### src/rtl/pfr_pkg.sv
// ----------------------------------------------------------------------------
// pfr_pkg
// Shared types, constants and the CRC-8 step for the packet frame receiver.
// ----------------------------------------------------------------------------
`default_nettype none

package pfr_pkg;

  // Largest payload length that is accepted without a too-big status.
  localparam int unsigned MAX_PAYLOAD = 32;

  localparam logic [7:0] SOF_VALUE_RST = 8'd213;

  // Reflected CRC-8 polynomial (Dallas/Maxim).
  localparam logic [7:0] CRC_POLY = 8'h8C;

  // Opcodes of the input channel.
  localparam logic OP_DATA    = 1'b0;
  localparam logic OP_RESTART = 1'b1;

  // Status codes.
  localparam logic [1:0] ST_OK      = 2'd0;
  localparam logic [1:0] ST_TOO_BIG = 2'd1;
  localparam logic [1:0] ST_CRC_BAD = 2'd2;

  typedef struct packed {
    logic       opcode;
    logic [7:0] data_byte;
  } in_item_t;

  typedef struct packed {
    logic       payload_valid;
    logic [7:0] payload_byte;
    logic [7:0] payload_index;
    logic       packet_done;
    logic [1:0] status_code;
    logic [7:0] received_count;
    logic [2:0] parser_phase;
  } out_item_t;

  // One byte of the running CRC, processed LSB first.
  function automatic logic [7:0] crc8_step(input logic [7:0] crc, input logic [7:0] data);
    logic [7:0] c;
    c = crc ^ data;
    for (int i = 0; i < 8; i++) begin
      if (c[0]) begin
        c = (c >> 1) ^ CRC_POLY;
      end else begin
        c = c >> 1;
      end
    end
    return c;
  endfunction

endpackage

`default_nettype wire

### src/rtl/packet_frame_receiver_unit.sv
// ----------------------------------------------------------------------------
// packet_frame_receiver_unit
// Parses start byte, length, payload and CRC-8 of length-prefixed frames.
// ----------------------------------------------------------------------------
// Usage:
//   The input channel (in_valid/in_ready/in_data) carries one byte of the
//   serial stream per transfer, or a restart opcode that clears the parser.
//   Every input transfer produces exactly one result transfer on the output
//   channel (out_valid/out_ready/out_data): payload bytes below the size
//   limit come out with their index, together with phase, status and count.
//   The cfg channel writes the start byte value; it is always ready and
//   should only be written while no result is outstanding.
//   The result is registered. Throughput is one item per cycle while the
//   receiver takes each result: parser state and output register update in
//   the same edge, and the CRC byte step is a short combinational chain.
//   A result that the receiver stalls stays in the output register and
//   in_ready drops until it is taken; no item is lost or repeated.
//   Reset (rst_n low, synchronous) returns the parser to waiting for a
//   start byte, clears count, CRC and status, empties the output register
//   and restores the start byte to its default.
// ----------------------------------------------------------------------------
`default_nettype none

module packet_frame_receiver_unit (
  input  wire               clk,
  input  wire               rst_n,
  input  wire               in_valid,
  output logic              in_ready,
  input  wire pfr_pkg::in_item_t in_data,
  output logic              out_valid,
  input  wire               out_ready,
  output pfr_pkg::out_item_t out_data,
  input  wire               cfg_valid,
  output logic              cfg_ready,
  input  wire  [7:0]        cfg_data
);

  typedef enum logic [2:0] {
    PH_WAIT    = 3'd0,
    PH_LEN     = 3'd1,
    PH_PAYLOAD = 3'd2,
    PH_CRC     = 3'd3,
    PH_DONE    = 3'd4
  } phase_t;

  localparam logic [7:0] MAX_LEN = 8'(pfr_pkg::MAX_PAYLOAD);

  phase_t             phase_r, phase_nxt;
  logic [7:0]         exp_len_r, exp_len_nxt;
  logic [7:0]         byte_cnt_r, byte_cnt_nxt;
  logic [7:0]         crc_r, crc_nxt;
  logic [1:0]         status_r, status_nxt;
  logic [7:0]         sof_value_r;
  logic               out_valid_r;
  pfr_pkg::out_item_t out_data_r, out_data_nxt;
  logic               in_xfer;

  assign in_ready  = !out_valid_r || out_ready;
  assign in_xfer   = in_valid && in_ready;
  assign cfg_ready = 1'b1;
  assign out_valid = out_valid_r;
  assign out_data  = out_data_r;

  always_comb begin
    phase_nxt    = phase_r;
    exp_len_nxt  = exp_len_r;
    byte_cnt_nxt = byte_cnt_r;
    crc_nxt      = crc_r;
    status_nxt   = status_r;
    out_data_nxt = '0;

    if (in_data.opcode == pfr_pkg::OP_RESTART) begin
      phase_nxt    = PH_WAIT;
      exp_len_nxt  = '0;
      byte_cnt_nxt = '0;
      crc_nxt      = '0;
      status_nxt   = pfr_pkg::ST_OK;
    end else begin
      unique case (phase_r)
        PH_WAIT: begin
          if (in_data.data_byte == sof_value_r) begin
            phase_nxt    = PH_LEN;
            exp_len_nxt  = '0;
            byte_cnt_nxt = '0;
            crc_nxt      = '0;
            status_nxt   = pfr_pkg::ST_OK;
          end
        end
        PH_LEN: begin
          exp_len_nxt  = in_data.data_byte;
          byte_cnt_nxt = '0;
          phase_nxt    = PH_PAYLOAD;
          if (in_data.data_byte > MAX_LEN) begin
            status_nxt = pfr_pkg::ST_TOO_BIG;
          end
        end
        PH_PAYLOAD: begin
          // A zero length falls straight through: the byte is swallowed.
          if (byte_cnt_r < exp_len_r) begin
            crc_nxt = pfr_pkg::crc8_step(crc_r, in_data.data_byte);
            if (byte_cnt_r < MAX_LEN) begin
              out_data_nxt.payload_valid = 1'b1;
              out_data_nxt.payload_byte  = in_data.data_byte;
              out_data_nxt.payload_index = byte_cnt_r;
            end
            byte_cnt_nxt = byte_cnt_r + 8'd1;
          end
          if (byte_cnt_nxt >= exp_len_r) begin
            phase_nxt = PH_CRC;
          end
        end
        PH_CRC: begin
          if (crc_r != in_data.data_byte) begin
            status_nxt = pfr_pkg::ST_CRC_BAD;
          end
          phase_nxt = PH_DONE;
        end
        default: begin
          // Finished: hold until a restart arrives.
        end
      endcase
    end

    out_data_nxt.packet_done    = (phase_nxt == PH_DONE);
    out_data_nxt.status_code    = status_nxt;
    out_data_nxt.received_count = byte_cnt_nxt;
    out_data_nxt.parser_phase   = phase_nxt;
  end

  always_ff @(posedge clk) begin
    if (!rst_n) begin
      phase_r     <= PH_WAIT;
      exp_len_r   <= '0;
      byte_cnt_r  <= '0;
      crc_r       <= '0;
      status_r    <= pfr_pkg::ST_OK;
      sof_value_r <= pfr_pkg::SOF_VALUE_RST;
      out_valid_r <= 1'b0;
      out_data_r  <= '0;
    end else begin
      if (cfg_valid && cfg_ready) begin
        sof_value_r <= cfg_data;
      end
      if (in_xfer) begin
        phase_r    <= phase_nxt;
        exp_len_r  <= exp_len_nxt;
        byte_cnt_r <= byte_cnt_nxt;
        crc_r      <= crc_nxt;
        status_r   <= status_nxt;
        out_data_r <= out_data_nxt;
      end
      if (in_xfer) begin
        out_valid_r <= 1'b1;
      end else if (out_ready) begin
        out_valid_r <= 1'b0;
      end
    end
  end

  // The count never runs past the announced length.
  a_cnt_bound: assert property (@(posedge clk) disable iff (!rst_n)
    byte_cnt_r <= exp_len_r)
    else $error("byte count exceeds expected length");

  // An emitted payload byte comes from the payload phase and lies below the limit.
  a_payload_phase: assert property (@(posedge clk) disable iff (!rst_n)
    out_valid_r && out_data_r.payload_valid |->
      (out_data_r.parser_phase == PH_PAYLOAD || out_data_r.parser_phase == PH_CRC) &&
      out_data_r.payload_index < MAX_LEN)
    else $error("payload result outside payload phase or limit");

  // Done flag agrees with the reported phase.
  a_done_phase: assert property (@(posedge clk) disable iff (!rst_n)
    out_valid_r |-> out_data_r.packet_done == (out_data_r.parser_phase == PH_DONE))
    else $error("packet_done disagrees with phase");

  // A stalled result blocks new input so it cannot be overwritten.
  a_stall_blocks: assert property (@(posedge clk) disable iff (!rst_n)
    out_valid_r && !out_ready |-> !in_ready)
    else $error("input accepted while result stalled");

  // Parser state only moves on an input transfer.
  a_state_hold: assert property (@(posedge clk) disable iff (!rst_n)
    !in_xfer |=> $stable(phase_r) && $stable(byte_cnt_r) && $stable(crc_r))
    else $error("parser state changed without input transfer");

endmodule

`default_nettype wire
### config.mk
export PLATFORM = sky130hd
export DESIGN_NAME = packet_frame_receiver_unit
export DESIGN_NICKNAME = d
export VERILOG_FILES = /design/src/rtl/pfr_pkg.sv /design/src/rtl/packet_frame_receiver_unit.sv
export SDC_FILE = /design/constraint.sdc
export NUM_CORES = 1
export LEC_CHECK = 0
export ABC_AREA = 1
export CAP_MARGIN = 20
export CORE_MARGIN = 2
export CORE_UTILIZATION = 35
export CTS_CLUSTER_DIAMETER = 60
export DETAILED_ROUTE_END_ITERATION = 12
export DONT_BUFFER_PORTS = 1
export PLACE_DENSITY = 0.56
export RECOVER_POWER = 25
export SLEW_MARGIN = 40
export SYNTH_ARGS = -nofsm -noshare
export SYNTH_HDL_FRONTEND = slang
export SYNTH_SLANG_ARGS = --single-unit
### constraint.sdc
create_clock -name clk -period 2.89 [get_ports clk]
set_clock_uncertainty 0.05 [all_clocks]
set_input_delay 0 -clock clk [delete_from_list [all_inputs] [get_ports clk]]
set_output_delay 0 -clock clk [all_outputs]
set_load 0.01 [all_outputs]
* Word level (Yosys, flattened, before mapping)
Index checks and enable logic that the tools add are counted.
** Operators by class
- Add/sub/neg operators :: 1
- Order comparisons :: 4
- Equal/unequal tests :: 10
- Muxes and demuxes :: 55
- Bitwise gates (word level) :: 9
- Reduce and logical (&&, ||, !) cells :: 13
** Operator list (count)
- 8-bit 2-to-1 mux :: 37
- 17-bit 2-to-1 mux :: 4
- 8-bit case mux with 2 select lines :: 2
- 2-bit inverter with 3-bit output :: 8
- 8-bit case mux with 3 select lines :: 1
- 3-bit != test (second input constant) :: 4
- 3-bit case mux with 4 select lines :: 1
- 3-bit 2-to-1 mux :: 3
- 8-bit by 1-bit adder with 8-bit output (second input constant) :: 1
- 8-bit equality test :: 1
- 8-bit greater-or-equal comparator :: 1
- 8-bit by 6-bit greater-than comparator with 1-bit output (second input constant) :: 1
- 8-bit by 6-bit less-than comparator with 1-bit output (second input constant) :: 1
- 8-bit less-than comparator :: 1
- 2-bit 2-to-1 mux :: 4
- 8-bit != test :: 1
- 4-bit nonzero test :: 2
- 8-bit XOR :: 1
- 3-bit by 2-bit equality test with 1-bit output (second input constant) :: 2
- 2-bit case mux with 3 select lines :: 1
- 3-bit AND reduction :: 2
- 3-bit nonzero test :: 2
- 5-bit AND reduction :: 1
- 4-bit AND reduction :: 1
- other kinds (8) :: 9
** Word-level totals
- Register bits :: 56
- Input port bits :: 22
- Output and inout port bits :: 34

* Logic depth before layout (Yosys ltp)
Gate-level depths: netlist of run 1.
- Word-level depth :: 41
- Depth in mapped cells :: 24
- Depth with buffers taken out :: 24

* Worst setup path after synthesis of run 1
Ideal clock, no wire load.
- Path kind :: register to register
- Start point :: register out_data[10] (netlist name)
- End point :: register out_data_r, in the netlist out_data[13]
- Arrival :: 2171 ps
- Data required time :: 2708 ps
- Path slack :: 537 ps
- Stages on the path, launching flop included :: 17
- Buffers on the path :: 1
- Period minus slack after synthesis :: 2353 ps
- Cell sequence :: dfxtp_1 ha_1 a21oi_1 o21a_1 nand2_1 buf_6 o21ai_0 inv_1 ha_1 nand2_1 o21a_1 nand2_1 nand2_1 nand3_1 nand2_1 nand2_1 a21oi_1
** RTL lines
- end signal, assigned :: line packet_frame_receiver_unit.sv:150 : out_data_r <= out_data_nxt;
- end, declared :: line packet_frame_receiver_unit.sv:55 : pfr_pkg::out_item_t out_data_r, out_data_nxt;

* Worst setup path in the final report of run 1
- Start point :: register exp_len_r[7]
- End point :: register out_data_r, in the netlist out_data[13]
** On the way
- Cells in the longest elaborated chain, start to end :: 9
** Ends and longest elaborated chain
- start, declared :: line packet_frame_receiver_unit.sv:49 : logic [7:0] exp_len_r, exp_len_nxt;
- start signal, assigned :: line packet_frame_receiver_unit.sv:146 : exp_len_r <= exp_len_nxt;
- 8-bit less-than comparator :: line packet_frame_receiver_unit.sv:99 : if (byte_cnt_r < exp_len_r) begin
- 8-bit 2-to-1 mux :: line packet_frame_receiver_unit.sv:99
- 8-bit 2-to-1 mux :: line packet_frame_receiver_unit.sv:79 : unique case (phase_r)
- 8-bit 2-to-1 mux :: line packet_frame_receiver_unit.sv:72 : if (in_data.opcode == pfr_pkg::OP_RESTART) begin
- 8-bit greater-or-equal comparator (*) :: line packet_frame_receiver_unit.sv:108 : if (byte_cnt_nxt >= exp_len_r) begin
- 3-bit 2-to-1 mux (*) :: line packet_frame_receiver_unit.sv:108
- 3-bit case mux with 4 select lines (*) :: line packet_frame_receiver_unit.sv:79
- 3-bit 2-to-1 mux (*) :: line packet_frame_receiver_unit.sv:72
- 3-bit equality test (*) :: line packet_frame_receiver_unit.sv:124 : out_data_nxt.packet_done = (phase_nxt == PH_DONE);
Mark *: on every way between the ends. The rest lies on a longest branch, timed or not. The select of a mux whose other input is x is not followed.
A chain may end at the register's enable or synchronous reset.

==> impl_results.md, run 1 <==
- Status: finished, final reports clean
- P&R area growth vs syn: 13.6%
- Area of the die: 10600 µm²
- Core area: 9640 µm²
- Max-cap check violation count: 0
- CTS tree: done
- GRT Util Overall: 0.173
- First-pass GRT wire length: 14.4 mm
- CTS Buffer Depth: 2
- Peak VDD IR: 0.230 mV
- Type of origin of the critical path: flip-flop
- Final Max Tran Viols: 0
- Crit. Startpoint: exp_len_r[7]
- Initial DRC Count: 112
- Critical path arrival: 2780 ps
- Worst reg2reg endpoint: out_data[13]
- Row cnt: 36
- Worst R2R Setup Slack: 310 ps
- Top-level I/O count: 56
- DR vias/cell: 4.72
- Clock sink count: 56
- FMAX: 0.388 GHz
- Seq cells post-synth: 56
- Synthesis Warnings: 0
- Static leakage: 1.77 nW
- RSZ-0062 raised after global routing: false
- Seq/Total Area, Yosys: 0.327
- Distinct cell type count after synthesis: 33
- Final Setup Violations: 0
- Remaining Overflow, GRT: 0
- Setup TNS Final: 0 ps
- Vias in the first global route: 2933
- Post-CTS Setup Bufs: 0
- H-tree depth: 2
- Initial antenna violation count: 0
- DP Wirelength: 6.57 mm
- Critical Path RT: 3090 ps
- Final antenna-violating net count: 0
- Hold Slack: 28.7 ps
- TritonRoute pass-1 iters: 5
- Max_slew headroom: 0.634
- Fin nets: 587
- Critical path peak fanout: 11
- Worst Reg-to-Reg Cells: 18
- Synth Cell Area: 3420 µm²
- Syn_nets: 563
- DRC errors left: 0
- Starting Density: 0.355
- Die height: 103 µm
- Gate Count Post-Synth: 525
- Largest net degree at the start of global routing: 34
- PD cells: 422 nW/µm²
- RR Startpoint: exp_len_r[7]
- WL/cell: 13.3 µm
- Critical Path Sink: out_data[13]
- Avg Cell Area, Syn: 6.52 µm²
- Setup CP Type: flip-flop to flip-flop
- Worst Setup End Kind: flip-flop
- Die width: 103 µm
- Share of cells above drive strength 1: 0.0909
- Port bufs: 0
- Period Utilization, post-route: 0.892
- DR vias: 3221
- Final min period: 2580 ps
- Routability cong.: 0.833
- Post-Route WL: 9.09 mm
- Worst-margin pin slew: 548 ps
- Worst skew pair latency: 310 ps
- Root Driver: clkbuf_8
- Ant diodes: 0
- Clock buffer count from CTS: 5
- Reg clk slew, reported paths: 110 ps
- Final Hold Viols: 0
- Class of the worst hold path: input pin to flip-flop
==> sequential cells by signal (all words and copies together), names as in the netlist <==
register,cells
out_data,31
crc_r,8
exp_len_r,8
sof_value_r,8
out_valid,1
==> per-layer routing <==
| layer | global-route usage | vias up | share of wire |
|---|---|---|---|
| li1 | - | 1695 | - |
| met2 | 0.303 | 62 | 0.49 |
| met5 | 0 | - | 0 |
| met4 | 0.0334 | 0 | 0.0092 |
| met3 | 0.0312 | 6 | 0.046 |
| met1 | 0.223 | 1458 | 0.45 |
==> cell usage after synthesis, drive strengths merged <==
| cell type | n | share of area |
|---|---|---|
| or2 | 1 | 0.0018 |
| o21ai | 15 | 0.022 |
| dfxtp | 56 | 0.33 |
| conb | 1 | 0.0011 |
| nand4 | 15 | 0.027 |
| nor3 | 2 | 0.0029 |
| o21a | 2 | 0.0044 |
| xor2 | 8 | 0.020 |
| nand2 | 184 | 0.22 |
| nand3 | 34 | 0.051 |
| nor2 | 53 | 0.067 |
| clkinv | 3 | 0.0069 |
| buf | 10 | 0.018 |
| ha | 16 | 0.058 |
| clkbuf | 5 | 0.0055 |
| inv | 64 | 0.071 |
| xnor2 | 10 | 0.026 |
| a21oi | 46 | 0.072 |
==> per-stage QoR <==
step	total power [mW]	instances	instance area (µm²)	utilization	setup slack, ps
final	1.64	683	3890	0.404	312
after global routing	1.74	683	3890	0.404	17.4
after floorplan	1.12	525	3420	-	537
after global placement	1.16	655	3600	0.373	294
after CTS	1.65	683	3890	0.403	175
after detailed placement	1.17	655	3600	0.373	218
==> cell families after synthesis <==
logic type               count (synthesis)  synth area share
XOR/XNOR                                18            0.0461
flip-flops                              56             0.327
adder cells (fa/ha/maj)                 16            0.0585
AND/OR/NAND/NOR                        289             0.367
AO/OA/AOI/OAI                           63            0.0979
buffers and inverters                   82             0.102
other                                    1           0.00110
==> power breakdown <==
group	total, mW	leakage (nW)	switching [mW]	internal (mW)
Sequential	0.819	0.456	0.0216	0.797
Clock	0.454	0.0414	0.280	0.174
Combinational	0.370	1.27	0.238	0.132
==> placed cells by master (no fill, tap or decap), types with 3 or more instances in the layout <==
cell type / instances
buf_4: 12
nand2_4: 3
a21oi_2: 4
inv_2: 6
nand4_1: 15
nand2_2: 8
nand3_1: 33
xor2_1: 8
clkbuf_8: 5
nor2_1: 48
nand2_1: 172
xnor2_1: 10
nor2_2: 3
dlygate4sd3_1: 19
o21ai_0: 14
inv_1: 57
ha_1: 16
a21oi_1: 42
dfxtp_1: 56
==> layout make-up <==
class                   instances  area (µm²)
fillers                      1059        5750
multi-input cells             387        1960
flip-flops and latches         56        1120
repair buffers                 32         285
inverters                      67         267
well taps                     133         166
clock buffers                   6        72.6
clock inverters                 2        16.3
==> worst min-delay path by stage <==
stage | from | end | cells after the start
5_1_grt | in_data[8] | crc_r[2] | 4
4_1_cts | in_data[8] | crc_r[2] | 4
2_1_floorplan | cfg_data[0] | sof_value_r[0] | 2
6_report | in_data[8] | crc_r[2] | 4
3_3_place_gp | rst_n | sof_value_r[7] | 1
3_5_place_dp | rst_n | sof_value_r[7] | 1
==> what timing repair did <==
| action | 4_1_cts | 5_1_grt |
|---|---|---|
| hold buffers | 20 | 0 |
| endpoints found under the setup margin | 0 | 2 |
| hold endpoints to repair | 47 | 0 |
| gates resized for setup | 0 | 3 |
==> critical path: stages (launching register included) <==
cell,delay [ps]
dfxtp_1,340
inv_1,60
ha_1,290
a21oi_1,160
o21a_1,200
nand2_4,110
xor2_1,280
ha_1,290
nand2_1,60
nand3_1,80
nand2_1,60
nand2_1,50
nand2_1,60
nand2_1,40
nand2_1,60
nand3_1,60
nand2_1,80
nand2_1,50
a21oi_1,120
No activity file was read; power rests on OpenSTA's default activity.
==> run 2, diff against run 1 <==
--- a/config.mk
+++ b/config.mk
@@ -13,7 +13,7 @@
 export DETAILED_ROUTE_END_ITERATION = 12
 export DONT_BUFFER_PORTS = 1
 export PLACE_DENSITY = 0.56
-export RECOVER_POWER = 25
+export RECOVER_POWER = 100
 export SLEW_MARGIN = 40
 export SYNTH_ARGS = -nofsm -noshare
 export SYNTH_HDL_FRONTEND = slang
==> run 2 against run 1 <==
Effect of this change:
- clock-buffer cell count stayed put
- cell area is 1.7% lower
- sequential cell count stayed put
- setup slack better by 4.9 ps
- hold slack worse by 2.6 ps
- die area stayed put
- sequential share of layout area is 0.49 points higher
- global-route usage stayed put
- combinational power is 4% lower
- final cell count stayed put
- sequential power hardly changed
- total power is 1.0% lower
==> impl_results.md, run 2 (synthesis gave the netlist of run 1 again) <==
- Ant diodes: 0
- DP Area: 3600 µm²
- Top-level I/O count: 56
- Total chip power: 1.63 mW
- Clock sink count: 56
- Remaining Overflow, GRT: 0
- Delay-heaviest family, CP: simple AND/OR/NAND/NOR gates
- Max-cap check violation count: 0
- Max FFs per register: 31
- Setup TNS Final: 0 ps
- Worst reg2reg endpoint: out_data[13]
- Class of the worst hold path: input pin to flip-flop
- Most frequent cells in the layout: nand2_1, inv_1, dfxtp_1, nor2_1, a21oi_1
- Root Driver: clkbuf_8
- Critical Path RT: 3090 ps
- Final Setup Violations: 0
- FMAX: 0.389 GHz
- Area of the die: 10600 µm²
- Die width: 103 µm
- Critical path peak fanout: 11
- Hold Crit Start: in_data[8]
- Static leakage: 1.73 nW
- Worst hold endpoint: crc_r[2]
- DP Wirelength: 6.57 mm
- Max_slew headroom: 0.640
- Reg clk slew, reported paths: 110 ps
- Worst Reg-to-Reg Cells: 18
- GRT Util Overall: 0.173
- Most common cell after layout, fill and taps aside: nand2_1
- Finished Layout Cells: 683
- Fraction of power consumed by combinational cells: 0.219
- Routability cong.: 0.833
- DR vias/cell: 4.75
- Worst-margin pin slew: 539 ps
- Final Hold Viols: 0
- CTS Buffer Depth: 2
- Port bufs: 0
- RR Startpoint: exp_len_r[7]
- Core area: 9640 µm²
- Final min period: 2570 ps
- Net Sw Power: 0.528 mW
- Worst R2R Setup Slack: 320 ps
- Vias in the first global route: 2933
- Fin nets: 587
- Final Max Tran Viols: 0
- RSZ-0062 raised after global routing: false
- Net Sw Frac: 0.325
- Share of power burned in registers: 0.503
- First-pass GRT wire length: 14.4 mm
- Status: finished, final reports clean
- PD cells: 425 nW/µm²
- Post-Route WL: 9.13 mm
- Clock buffer count from CTS: 5
- Critical path arrival: 2770 ps
- Share of cells above drive strength 1: 0.0727
- Worst skew pair latency: 310 ps
- Clock power share: 0.277
- P&R area growth vs syn: 11.7%
- CTS tree: done
- WP buf/inv: 1
- Period Utilization, post-route: 0.890
- Hold Path Depth: 4
- Peak VDD IR: 0.230 mV
- H-tree depth: 2
- Largest net degree at the start of global routing: 34
- Post-CTS Setup Bufs: 0
- TritonRoute pass-1 iters: 4
- Setup CP Type: flip-flop to flip-flop
- Slowest-stage cell, CP: dfxtp_1
- Type of origin of the critical path: flip-flop
- Final antenna-violating net count: 0
- Placed insts: 655
- Die height: 103 µm
- DRC errors left: 0
- Crit path cell chain: inv_1 -> ha_1 -> a21oi_1 -> o21a_1 -> nand2_4 -> xor2_1 -> ha_1 -> nand2_1 -> nand3_1 -> nand2_1 -> nand2_1 -> nand2_1 -> nand2_1 -> nand2_1 -> nand3_1 -> nand2_1 -> nand2_1 -> a21oi_1
- Max stage delay on crit path: 340 ps
- Internal power: 1.10 mW
- Row cnt: 36
- WL/cell: 13.4 µm
- Initial DRC Count: 142
- Starting Density: 0.355
- Final Util: 0.397
- Initial antenna violation count: 0
- Finished Cell Area: 3820 µm²
- Worst Setup End Kind: flip-flop
- DR vias: 3242
- Most used cell, CP: nand2_1
[run 2: final cells by class]
| class | instances | area [µm²] |
|---|---|---|
| fillers | 1072 | 5810 |
| flip-flops and latches | 56 | 1120 |
| well taps | 133 | 166 |
| repair buffers | 32 | 270 |
| clock inverters | 2 | 16.3 |
| inverters | 67 | 265 |
| multi-input cells | 387 | 1910 |
| clock buffers | 6 | 72.6 |
[run 2: power groups by stage]
stage               Clock (mW)  Combinational (mW)  Sequential (mW)
finish                   0.451               0.357            0.818
global route             0.493               0.409            0.822
CTS                      0.463               0.368            0.819
detailed placement           0               0.332            0.836
global placement             0               0.325            0.836
floorplan                    0               0.286            0.832
[run 2: per-layer routing]
| metal | part of all wire | vias to the layer above | track usage |
|---|---|---|---|
| li1 | - | 1691 | - |
| met1 | 0.46 | 1470 | 0.223 |
| met4 | 0.010 | 0 | 0.0334 |
| met2 | 0.48 | 71 | 0.303 |
| met3 | 0.043 | 10 | 0.0312 |
| met5 | 0 | - | 0 |
[run 2: worst min-delay path: cells and delay by family]
family                 cells  cell delay [ps]
AOI/OAI and AO/OA          1               60
buffers and inverters      1              160
and+or+nand+nor            2              120
[run 2: how the worst max path moves through the flow]
| stage | to | depth (start not counted) | from | slack (ps) |
|---|---|---|---|---|
| 2_1_floorplan | out_data[13] | 16 | out_data[10] | 540 |
| 3_3_place_gp | out_data[13] | 18 | exp_len_r[7] | 290 |
| 3_5_place_dp | out_data[13] | 18 | exp_len_r[5] | 220 |
| 4_1_cts | out_data[13] | 18 | exp_len_r[5] | 180 |
| 5_1_grt | out_data[13] | 21 | exp_len_r[3] | 20 |
| 6_report | out_data[13] | 18 | exp_len_r[7] | 320 |
[run 2: timing repair]
action,in CTS,in global routing
hold buffers,20,0
setup endpoints to repair,0,2
endpoints found under the hold margin,47,0
resized for setup,0,3
[run 2: per-stage QoR]
stage / hold WS [ps] / worst slack [ps]
after floorplan: 72.1 / 537
after global placement: 37.1 / 294
after detailed placement: 40.4 / 218
after CTS: 18.1 / 175
after global routing: 32.8 / 17.3
final: 26.1 / 317
